[src/hdl/csi_pkg.sv]
// Shared constants and request codes for the cubic stream interpolator.
package csi_pkg;

    localparam int CSI_SAMPLE_WIDTH = 24;
    localparam int CSI_PHASE_BITS   = 16;
    localparam int CSI_QUEUE_DEPTH  = 2;

    typedef enum logic [1:0] {
        FUNC_PUSH  = 2'd0,
        FUNC_TICK  = 2'd1,
        FUNC_CLEAR = 2'd2
    } func_t;

endpackage

[src/hdl/csi_ifs.sv]
// Valid/ready channel interfaces: input requests, results and step writes.
interface csi_in_if #(
    parameter int SAMPLE_WIDTH = 24
) ();
    logic                           valid;
    logic                           ready;
    logic [1:0]                     func;
    logic signed [SAMPLE_WIDTH-1:0] sample;

    modport source (output valid, func, sample, input ready);
    modport sink   (input valid, func, sample, output ready);
endinterface

interface csi_out_if #(
    parameter int SAMPLE_WIDTH = 24
) ();
    logic                           valid;
    logic                           ready;
    logic signed [SAMPLE_WIDTH-1:0] value;
    logic                           need_sample;

    modport source (output valid, value, need_sample, input ready);
    modport sink   (input valid, value, need_sample, output ready);
endinterface

interface csi_cfg_if #(
    parameter int PHASE_BITS = 16
) ();
    logic                  valid;
    logic                  ready;
    logic [PHASE_BITS:0]   step;

    modport source (output valid, step, input ready);
    modport sink   (input valid, step, output ready);
endinterface

[src/hdl/csi_queue.sv]
// Small register-based FIFO that carries tick jobs from front to back.
module csi_queue
    import csi_pkg::*;
#(
    parameter int DATA_WIDTH = 8,
    parameter int DEPTH      = CSI_QUEUE_DEPTH
) (
    input  logic                  clk,
    input  logic                  rst_n,
    input  logic                  wr_valid,
    output logic                  wr_ready,
    input  logic [DATA_WIDTH-1:0] wr_data,
    output logic                  rd_valid,
    input  logic                  rd_ready,
    output logic [DATA_WIDTH-1:0] rd_data
);

    localparam int AW = (DEPTH > 1) ? $clog2(DEPTH) : 1;
    localparam int CW = $clog2(DEPTH + 1);

    logic [DATA_WIDTH-1:0] data_reg [DEPTH];
    logic [AW-1:0]         wr_ptr_reg, wr_ptr_next;
    logic [AW-1:0]         rd_ptr_reg, rd_ptr_next;
    logic [CW-1:0]         count_reg, count_next;
    logic                  do_wr, do_rd;

    assign wr_ready = (count_reg < CW'(DEPTH));
    assign rd_valid = (count_reg != '0);
    assign rd_data  = data_reg[rd_ptr_reg];
    assign do_wr    = wr_valid && wr_ready;
    assign do_rd    = rd_valid && rd_ready;

    always_comb
    begin
        wr_ptr_next = wr_ptr_reg;
        rd_ptr_next = rd_ptr_reg;
        count_next  = count_reg;
        if (do_wr)
        begin
            wr_ptr_next = (wr_ptr_reg == AW'(DEPTH - 1)) ? '0 : wr_ptr_reg + 1'b1;
        end
        if (do_rd)
        begin
            rd_ptr_next = (rd_ptr_reg == AW'(DEPTH - 1)) ? '0 : rd_ptr_reg + 1'b1;
        end
        if (do_wr && !do_rd)
        begin
            count_next = count_reg + 1'b1;
        end
        else if (do_rd && !do_wr)
        begin
            count_next = count_reg - 1'b1;
        end
    end

    always_ff @(posedge clk or negedge rst_n)
    begin
        if (!rst_n)
        begin
            wr_ptr_reg <= '0;
            rd_ptr_reg <= '0;
            count_reg  <= '0;
        end
        else
        begin
            wr_ptr_reg <= wr_ptr_next;
            rd_ptr_reg <= rd_ptr_next;
            count_reg  <= count_next;
        end
    end

    always_ff @(posedge clk)
    begin
        if (do_wr)
        begin
            data_reg[wr_ptr_reg] <= wr_data;
        end
    end

endmodule

[src/hdl/csi_front.sv]
// Front end: takes requests, keeps window, phase and step, emits tick jobs.
module csi_front
    import csi_pkg::*;
#(
    parameter int SAMPLE_WIDTH = CSI_SAMPLE_WIDTH,
    parameter int PHASE_BITS   = CSI_PHASE_BITS,
    localparam int JOB_WIDTH   = 4 * SAMPLE_WIDTH + PHASE_BITS + 2
) (
    input  logic                 clk,
    input  logic                 rst_n,
    csi_in_if.sink               in,
    csi_cfg_if.sink              cfg,
    output logic                 job_valid,
    input  logic                 job_ready,
    output logic [JOB_WIDTH-1:0] job_data
);

    localparam logic [PHASE_BITS:0] STEP_ONE = (PHASE_BITS + 1)'(1) << PHASE_BITS;

    logic [SAMPLE_WIDTH-1:0] win_reg [4];
    logic [SAMPLE_WIDTH-1:0] win_next [4];
    logic [PHASE_BITS-1:0]   phase_reg, phase_next;
    logic                    empty_reg, empty_next;
    logic [PHASE_BITS:0]     step_reg, step_next;
    logic [PHASE_BITS:0]     phase_sum;
    logic                    accept;

    assign in.ready  = job_ready;
    assign cfg.ready = 1'b1;
    assign accept    = in.valid && in.ready;

    // Phase plus step stays below two whole samples; the top bit is the wrap.
    assign phase_sum = {1'b0, phase_reg} + step_reg;

    assign job_valid = accept && (in.func == FUNC_TICK);
    assign job_data  = {empty_reg, phase_sum[PHASE_BITS], phase_sum[PHASE_BITS-1:0],
                        win_reg[3], win_reg[2], win_reg[1], win_reg[0]};

    always_comb
    begin
        win_next   = win_reg;
        phase_next = phase_reg;
        empty_next = empty_reg;
        step_next  = step_reg;
        if (cfg.valid)
        begin
            step_next = (cfg.step > STEP_ONE) ? STEP_ONE : cfg.step;
        end
        if (accept)
        begin
            unique case (in.func)
                FUNC_PUSH:
                begin
                    if (empty_reg)
                    begin
                        for (int i = 0; i < 4; i++)
                        begin
                            win_next[i] = in.sample;
                        end
                        empty_next = 1'b0;
                    end
                    else
                    begin
                        win_next[0] = win_reg[1];
                        win_next[1] = win_reg[2];
                        win_next[2] = win_reg[3];
                        win_next[3] = in.sample;
                    end
                end
                FUNC_TICK:
                begin
                    if (!empty_reg)
                    begin
                        phase_next = phase_sum[PHASE_BITS-1:0];
                    end
                end
                FUNC_CLEAR:
                begin
                    phase_next = '0;
                    empty_next = 1'b1;
                end
                default:
                begin
                    phase_next = phase_reg;
                end
            endcase
        end
    end

    always_ff @(posedge clk or negedge rst_n)
    begin
        if (!rst_n)
        begin
            for (int i = 0; i < 4; i++)
            begin
                win_reg[i] <= '0;
            end
            phase_reg <= '0;
            empty_reg <= 1'b1;
            step_reg  <= STEP_ONE;
        end
        else
        begin
            win_reg   <= win_next;
            phase_reg <= phase_next;
            empty_reg <= empty_next;
            step_reg  <= step_next;
        end
    end

endmodule

[src/hdl/csi_back.sv]
// Back end: Horner evaluation on one shared multiplier, saturation, result register.
module csi_back
    import csi_pkg::*;
#(
    parameter int SAMPLE_WIDTH = CSI_SAMPLE_WIDTH,
    parameter int PHASE_BITS   = CSI_PHASE_BITS,
    localparam int JOB_WIDTH   = 4 * SAMPLE_WIDTH + PHASE_BITS + 2
) (
    input  logic                 clk,
    input  logic                 rst_n,
    input  logic                 job_valid,
    output logic                 job_ready,
    input  logic [JOB_WIDTH-1:0] job_data,
    csi_out_if.source            out
);

    localparam int TW = SAMPLE_WIDTH + 5;
    localparam int PW = TW + PHASE_BITS + 1;
    localparam int SW = SAMPLE_WIDTH;

    localparam logic signed [PW-1:0] HALF = PW'(1) << (PHASE_BITS - 1);
    localparam logic signed [TW-1:0] SMAX = {{6{1'b0}}, {(SW - 1){1'b1}}};
    localparam logic signed [TW-1:0] SMIN = {{6{1'b1}}, {(SW - 1){1'b0}}};
    localparam logic [1:0]           ITER_LAST = 2'd2;

    typedef enum logic [1:0] {
        ST_IDLE,
        ST_MUL,
        ST_ADD,
        ST_DONE
    } state_t;

    state_t                  state_reg, state_next;
    logic [1:0]              iter_reg, iter_next;
    logic signed [TW-1:0]    t_reg, t_next;
    logic signed [PW-1:0]    prod_reg, prod_next;
    logic signed [TW-1:0]    a1_reg, a1_next;
    logic signed [TW-1:0]    a2_reg, a2_next;
    logic signed [TW-1:0]    y1_reg, y1_next;
    logic [PHASE_BITS-1:0]   mu_reg, mu_next;
    logic                    need_reg, need_next;
    logic                    empty_reg, empty_next;
    logic                    out_valid_reg, out_valid_next;
    logic [SW-1:0]           out_value_reg, out_value_next;
    logic                    out_need_reg, out_need_next;

    logic signed [TW-1:0]    y0e, y1e, y2e, y3e;
    logic signed [TW-1:0]    a0c, a1c, a2c;
    logic signed [PHASE_BITS:0] mu_s;
    logic signed [PW-1:0]    prod_full;
    logic signed [PW-1:0]    prod_rnd;
    logic signed [TW-1:0]    addend;
    logic signed [TW-1:0]    t_add;
    logic [SW-1:0]           sat_value;

    // Unpack the job: window oldest first, then mu, wrap flag, empty flag.
    assign y0e = TW'($signed(job_data[SW-1:0]));
    assign y1e = TW'($signed(job_data[2*SW-1:SW]));
    assign y2e = TW'($signed(job_data[3*SW-1:2*SW]));
    assign y3e = TW'($signed(job_data[4*SW-1:3*SW]));

    assign a0c = y3e - y2e - y0e + y1e;
    assign a1c = y0e - y1e - a0c;
    assign a2c = y2e - y0e;

    assign mu_s      = $signed({1'b0, mu_reg});
    assign prod_full = PW'(t_reg) * PW'(mu_s);

    // Round half up, then floor by an arithmetic shift.
    assign prod_rnd = (prod_reg + HALF) >>> PHASE_BITS;
    assign t_add    = TW'(prod_rnd) + addend;

    always_comb
    begin
        case (iter_reg)
            2'd0:    addend = a1_reg;
            2'd1:    addend = a2_reg;
            default: addend = y1_reg;
        endcase
    end

    always_comb
    begin
        if (t_reg > SMAX)
        begin
            sat_value = SMAX[SW-1:0];
        end
        else if (t_reg < SMIN)
        begin
            sat_value = SMIN[SW-1:0];
        end
        else
        begin
            sat_value = t_reg[SW-1:0];
        end
    end

    assign job_ready       = (state_reg == ST_IDLE);
    assign out.valid       = out_valid_reg;
    assign out.value       = out_value_reg;
    assign out.need_sample = out_need_reg;

    always_comb
    begin
        state_next     = state_reg;
        iter_next      = iter_reg;
        t_next         = t_reg;
        prod_next      = prod_reg;
        a1_next        = a1_reg;
        a2_next        = a2_reg;
        y1_next        = y1_reg;
        mu_next        = mu_reg;
        need_next      = need_reg;
        empty_next     = empty_reg;
        out_valid_next = out_valid_reg && !out.ready;
        out_value_next = out_value_reg;
        out_need_next  = out_need_reg;

        unique case (state_reg)
            ST_IDLE:
            begin
                if (job_valid)
                begin
                    t_next     = a0c;
                    a1_next    = a1c;
                    a2_next    = a2c;
                    y1_next    = y1e;
                    mu_next    = job_data[4*SW+PHASE_BITS-1:4*SW];
                    need_next  = job_data[4*SW+PHASE_BITS];
                    empty_next = job_data[4*SW+PHASE_BITS+1];
                    iter_next  = '0;
                    state_next = job_data[4*SW+PHASE_BITS+1] ? ST_DONE : ST_MUL;
                end
            end
            ST_MUL:
            begin
                prod_next  = prod_full;
                state_next = ST_ADD;
            end
            ST_ADD:
            begin
                t_next = t_add;
                if (iter_reg == ITER_LAST)
                begin
                    state_next = ST_DONE;
                end
                else
                begin
                    iter_next  = iter_reg + 1'b1;
                    state_next = ST_MUL;
                end
            end
            ST_DONE:
            begin
                if (!out_valid_reg || out.ready)
                begin
                    out_valid_next = 1'b1;
                    out_value_next = empty_reg ? '0 : sat_value;
                    out_need_next  = need_reg || empty_reg;
                    state_next     = ST_IDLE;
                end
            end
            default:
            begin
                state_next = ST_IDLE;
            end
        endcase
    end

    always_ff @(posedge clk or negedge rst_n)
    begin
        if (!rst_n)
        begin
            state_reg     <= ST_IDLE;
            iter_reg      <= '0;
            out_valid_reg <= 1'b0;
        end
        else
        begin
            state_reg     <= state_next;
            iter_reg      <= iter_next;
            out_valid_reg <= out_valid_next;
        end
    end

    always_ff @(posedge clk)
    begin
        t_reg         <= t_next;
        prod_reg      <= prod_next;
        a1_reg        <= a1_next;
        a2_reg        <= a2_next;
        y1_reg        <= y1_next;
        mu_reg        <= mu_next;
        need_reg      <= need_next;
        empty_reg     <= empty_next;
        out_value_reg <= out_value_next;
        out_need_reg  <= out_need_next;
    end

endmodule

[src/hdl/cubic_stream_interpolator_unit.sv]
// A tick job goes through the queue to the back end, which loads it, runs three
// multiply/add rounds, then loads the result register; an empty-window tick skips them.
// The back end takes a new tick job only when done with the last, as it has one shared
// multiplier; push and clear requests go at one per cycle while the job queue has room.
// Reset (rst_n, async, active low): window empty, phase zero, step one whole sample,
// queue and result register empty.
module cubic_stream_interpolator_unit
    import csi_pkg::*;
#(
    parameter int SAMPLE_WIDTH = CSI_SAMPLE_WIDTH,
    parameter int PHASE_BITS   = CSI_PHASE_BITS,
    parameter int QUEUE_DEPTH  = CSI_QUEUE_DEPTH
) (
    input  logic      clk,
    input  logic      rst_n,
    csi_in_if.sink    in,
    csi_cfg_if.sink   cfg,
    csi_out_if.source out
);

    // A job holds the window snapshot, the new phase, the wrap flag and the empty flag.
    localparam int JOB_WIDTH = 4 * SAMPLE_WIDTH + PHASE_BITS + 2;

    logic                 fq_valid;
    logic                 fq_ready;
    logic [JOB_WIDTH-1:0] fq_data;
    logic                 qb_valid;
    logic                 qb_ready;
    logic [JOB_WIDTH-1:0] qb_data;

    // Front: apply push and clear at once, advance the phase on a tick unless the
    // window is empty, and hand every tick request to the queue with the window it sees.
    csi_front #(
        .SAMPLE_WIDTH (SAMPLE_WIDTH),
        .PHASE_BITS   (PHASE_BITS)
    ) u_front (
        .clk       (clk),
        .rst_n     (rst_n),
        .in        (in),
        .cfg       (cfg),
        .job_valid (fq_valid),
        .job_ready (fq_ready),
        .job_data  (fq_data)
    );

    // Queue: decouple the front from the multi-cycle evaluation.
    csi_queue #(
        .DATA_WIDTH (JOB_WIDTH),
        .DEPTH      (QUEUE_DEPTH)
    ) u_queue (
        .clk      (clk),
        .rst_n    (rst_n),
        .wr_valid (fq_valid),
        .wr_ready (fq_ready),
        .wr_data  (fq_data),
        .rd_valid (qb_valid),
        .rd_ready (qb_ready),
        .rd_data  (qb_data)
    );

    // Back: evaluate the cubic by Horner's rule, saturate, and hold the result
    // in its output register until the sink takes it.
    csi_back #(
        .SAMPLE_WIDTH (SAMPLE_WIDTH),
        .PHASE_BITS   (PHASE_BITS)
    ) u_back (
        .clk       (clk),
        .rst_n     (rst_n),
        .job_valid (qb_valid),
        .job_ready (qb_ready),
        .job_data  (qb_data),
        .out       (out)
    );

endmodule

[src/flat_wrapper.sv]
// flat-port wrapper written by rule: the top's interface ports become plain ports
module cubic_stream_interpolator_unit_flat import csi_pkg::*;
#(
    parameter int SAMPLE_WIDTH = CSI_SAMPLE_WIDTH,
    parameter int PHASE_BITS   = CSI_PHASE_BITS,
    parameter int QUEUE_DEPTH  = CSI_QUEUE_DEPTH
)
  (clk, rst_n, in_valid, in_func, in_sample, in_ready, cfg_valid, cfg_step, cfg_ready, out_valid, out_value, out_need_sample, out_ready);
  csi_in_if #(.SAMPLE_WIDTH(SAMPLE_WIDTH)) in_i ();
  csi_cfg_if #(.PHASE_BITS(PHASE_BITS)) cfg_i ();
  csi_out_if #(.SAMPLE_WIDTH(SAMPLE_WIDTH)) out_i ();
  input  logic clk;
  input  logic rst_n;
  input wire logic [$bits(in_i.valid)-1:0] in_valid;
  input wire logic [$bits(in_i.func)-1:0] in_func;
  input wire logic [$bits(in_i.sample)-1:0] in_sample;
  output wire logic [$bits(in_i.ready)-1:0] in_ready;
  input wire logic [$bits(cfg_i.valid)-1:0] cfg_valid;
  input wire logic [$bits(cfg_i.step)-1:0] cfg_step;
  output wire logic [$bits(cfg_i.ready)-1:0] cfg_ready;
  output wire logic [$bits(out_i.valid)-1:0] out_valid;
  output wire logic [$bits(out_i.value)-1:0] out_value;
  output wire logic [$bits(out_i.need_sample)-1:0] out_need_sample;
  input wire logic [$bits(out_i.ready)-1:0] out_ready;
  assign in_i.valid = in_valid;
  assign in_i.func = in_func;
  assign in_i.sample = in_sample;
  assign in_ready = in_i.ready;
  assign cfg_i.valid = cfg_valid;
  assign cfg_i.step = cfg_step;
  assign cfg_ready = cfg_i.ready;
  assign out_valid = out_i.valid;
  assign out_value = out_i.value;
  assign out_need_sample = out_i.need_sample;
  assign out_i.ready = out_ready;
  cubic_stream_interpolator_unit #(.SAMPLE_WIDTH(SAMPLE_WIDTH), .PHASE_BITS(PHASE_BITS), .QUEUE_DEPTH(QUEUE_DEPTH)) u_core (.clk(clk), .rst_n(rst_n), .in(in_i), .cfg(cfg_i), .out(out_i));
endmodule
[config.mk]
export PLATFORM = sky130hd
export DESIGN_NAME = cubic_stream_interpolator_unit_flat
export DESIGN_NICKNAME = d
export VERILOG_FILES = /design/src/hdl/csi_pkg.sv /design/src/hdl/csi_ifs.sv /design/src/hdl/csi_queue.sv /design/src/hdl/csi_front.sv /design/src/hdl/csi_back.sv /design/src/hdl/cubic_stream_interpolator_unit.sv /design/src/flat_wrapper.sv
export SDC_FILE = /design/constraint.sdc
export NUM_CORES = 2
export LEC_CHECK = 0
export ABC_AREA = 1
export BUFFER_PORTS_ARGS = -buffer_cell sky130_fd_sc_hd__buf_2
export CORE_MARGIN = 4
export CORE_UTILIZATION = 45
export DETAILED_ROUTE_END_ITERATION = 6
export GPL_TIMING_DRIVEN = 0
export PLACE_DENSITY_LB_ADDON = 0.1
export SKIP_LAST_GASP = 1
export SLEW_MARGIN = 20
export SYNTH_ARGS = -nofsm -noshare
export SYNTH_HDL_FRONTEND = slang
export SYNTH_SLANG_ARGS = --single-unit
[constraint.sdc]
create_clock -name clk -period 11.65 [get_ports clk]
set_clock_uncertainty 0.2 [all_clocks]
set_input_delay 2.33 -clock clk [delete_from_list [all_inputs] [get_ports clk]]
set_output_delay 2.33 -clock clk [all_outputs]
set_load 0.005 [all_outputs]
==> results_dict.tcl <==
set metrics [dict create \
    status "complete, but fails checks" \
    violations "design-rule violations" \
    startpoint "u_core.u_back.t_reg[10]" \
    numClockSinks 546 \
    cts.repair.resized 0 \
    cp-end-kind "register" \
    grt_max_degree 91 \
    syn2layout_area_growth_pct 9.74 \
    start_util_pct 45.3 \
    dieArea_sq_mm 0.113 \
    min_period_ps 7460 \
    holdCritPathClass "reg2reg" \
    grt_pass1_vias 38000 \
    reg2reg_depth 22 \
    slew_viol_final 0 \
    busiest_layer "met2" \
    synth_area_sq_mm 0.0484 \
    synth_ff_type "edfxtp_1" \
    overflow 0 \
    synth_edf_count 407 \
    crit_path_start_kind "register" \
    ys_seq_area_share_pct 32.4 \
    die_h_um 336 \
    path_clk_slew_ps 60 \
    synth.cells.most_frequent "nand2_1, inv_1, fa_1" \
    row_count 120 \
    portBuffers 74 \
    yosysTopAreaCell "edfxtp_1" \
    gr-usage-met1_pct 39.7 \
    clk_latency_ps 680 \
    fin_crit_sh_pct 64.0 \
    remaining_drc_errors 2 \
    synth_top_cell_area_share_pct 25.3 \
    core_sq_mm 0.107 \
    synthArstFlopShare_pct 25.5 \
    whs_path_depth 0 \
    diodes 0 \
    clk_path_buf_depth 3 \
    cts_buffers 61 \
    path_max_fanout 10 \
    dpl_cell_area_sq_mm 0.0509 \
    drive_above_1_share_pct 5.93 \
    num_vias 37500 \
    viasPerCell 5.11 \
    fin_nets 6707 \
    h-tree-depth 2 \
    ant_nets 0 \
    path_class "reg2reg" \
    rsz0062_at_grt "no" \
    cts_tree "built" \
    hold_start "u_core.u_front.job_data[3]" \
    cts_setup_buffers 0 \
    synth-seq-cells 546 \
    wl_um 152000 \
    hold_violations 0 \
    synth_warnings 0 \
    critPathArrivalTime_ps 7660 \
    pin_count 76 \
    worstMarginPinSlew_ps 1080 \
    grt_antenna_before_repair 4 \
    final_cell_count_no_fill 7340 \
    cts-hold-fix-buffers 0 \
    post-dp-hpwl_um 126000 \
    fillCellCount 10400 \
    ys_types 53 \
    final_area_sq_mm 0.0531 \
    clockRootBuffer "clkbuf_16" \
    grt_pass1_wl_um 231000 \
    largest_reg_flops 228 \
    dp.cells 7223 \
    drv_cap 0 \
    postSynthCellCount 5730 \
    fmax_mhz 134 \
    met2_usage_pct 43.4 \
    netlist_top_cells_area "edfxtp_1, fa_1, nand2_1, inv_1, dfrtp_1" \
    dr.pass1.iters 7 \
    setup_viol 0 \
    tns_ps 0 \
    avgSynthCellArea_sq_um 8.45 \
    drt-initial-drc-count 3196 \
    fp.dieW_um 336 \
    track_usage_pct 27.3 \
    max_slew_margin_pct 28.1 \
    place_congestion 0.954 \
    wire_per_inst_um 20.7 \
    synth_nets 6553 \
    yosysMostFrequentCell "nand2_1" \
    reg2reg_from "u_core.u_back.t_reg[10]" \
    critPathRequiredTime_ps 11850 \
    met3_usage_pct 3.26 \
]
cell families (layout without fill, tap and decap cells):
group                      Yosys count  in the layout  share of synthesized area [%]
buffers and inverters             1365           1572                           10.7
muxes                               20             20                          0.414
and+or+nand+nor                   2399           2399                           20.4
adders and majority gates          775            775                           28.1
other                                1              1                        0.00775
AOI/OAI and AO/OA                  506            506                           5.77
DFF                                546            546                           32.4
xor gates and xnor gates           118            118                           2.14
per-stage QoR:
stage / util (%) / setup slack (ps) / hold slack [ps]
after global placement: 47.3 / 244 / 254
after detailed placement: 47.7 / 4290 / 260
after global routing: 49.7 / 3970 / 291
after floorplan: - / 3490 / 243
final: 49.7 / 4190 / 276
after CTS: 49.7 / 4270 / 275
final cells by class:
type | count | area, sq um | area share, %
Multi-Input combinational cell | 3819 | 27600 | 51.9
Sequential cell | 546 | 15700 | 29.6
Inverter | 1184 | 4440 | 8.37
Tap cell | 1403 | 1760 | 3.31
Clock buffer | 76 | 1630 | 3.08
Timing Repair Buffer | 91 | 764 | 1.44
Buffer | 181 | 737 | 1.39
Clock inverter | 40 | 517 | 0.973
critical path, cell delays in order, from the launching register on:
cell and delay, ps:
edfxtp_1 410, clkbuf_1 630, clkbuf_1 590, nand2_1 180, fa_1 570, inv_1 50
fa_1 510, fa_1 520, fa_1 520, fa_1 540, inv_1 50, fa_1 610
inv_1 80, ha_1 390, nand2_1 140, o21ai_0 440, inv_1 80, nand2_1 160
inv_1 60, nand2_1 160, nand2_1 90, nand3_1 80, nand2_1 120
layer usage:
metal / vias up / wire length, um
li1: 18000 / -
met1: 18200 / 69200
met2: 1143 / 68300
met3: 207 / 9580
met4: 4 / 4530
met5: - / 20
worst paths after layout:
| check | endpoint | slack [ps] |
|---|---|---|
| min reg2reg | u_core.u_queue.data_reg[0][3] | 280 |
| min | u_core.u_queue.data_reg[0][3] | 280 |
| max in group asynchronous | u_core.u_queue.count_reg[1] | 8960 |
| min in group asynchronous | u_core.u_front.job_data[21] | 1390 |
| max reg2reg | u_core.u_back.prod_reg[35] | 4190 |
| max | u_core.u_back.prod_reg[35] | 4190 |
placed cells by master, fill, tap and decap left out, types with 20 or more instances in the layout:
cell type  count
a21oi_1      188
a31oi_1       77
buf_2        107
clkbuf_1     140
clkbuf_16     62
dfrtp_1      137
edfxtp_1     407
fa_1         519
ha_1         256
inv_1       1173
mux2i_1       20
nand2_1     1596
nand3_1      216
nand4_1       49
nor2_1       363
nor3_1        26
o21ai_0      137
o21ai_1       44
o21bai_1      24
or2_2         72
xnor2_1       33
xor2_1        85
Power is not shown: default switching activity piles up to over one toggle a cycle in this logic, so the estimate is an artifact.
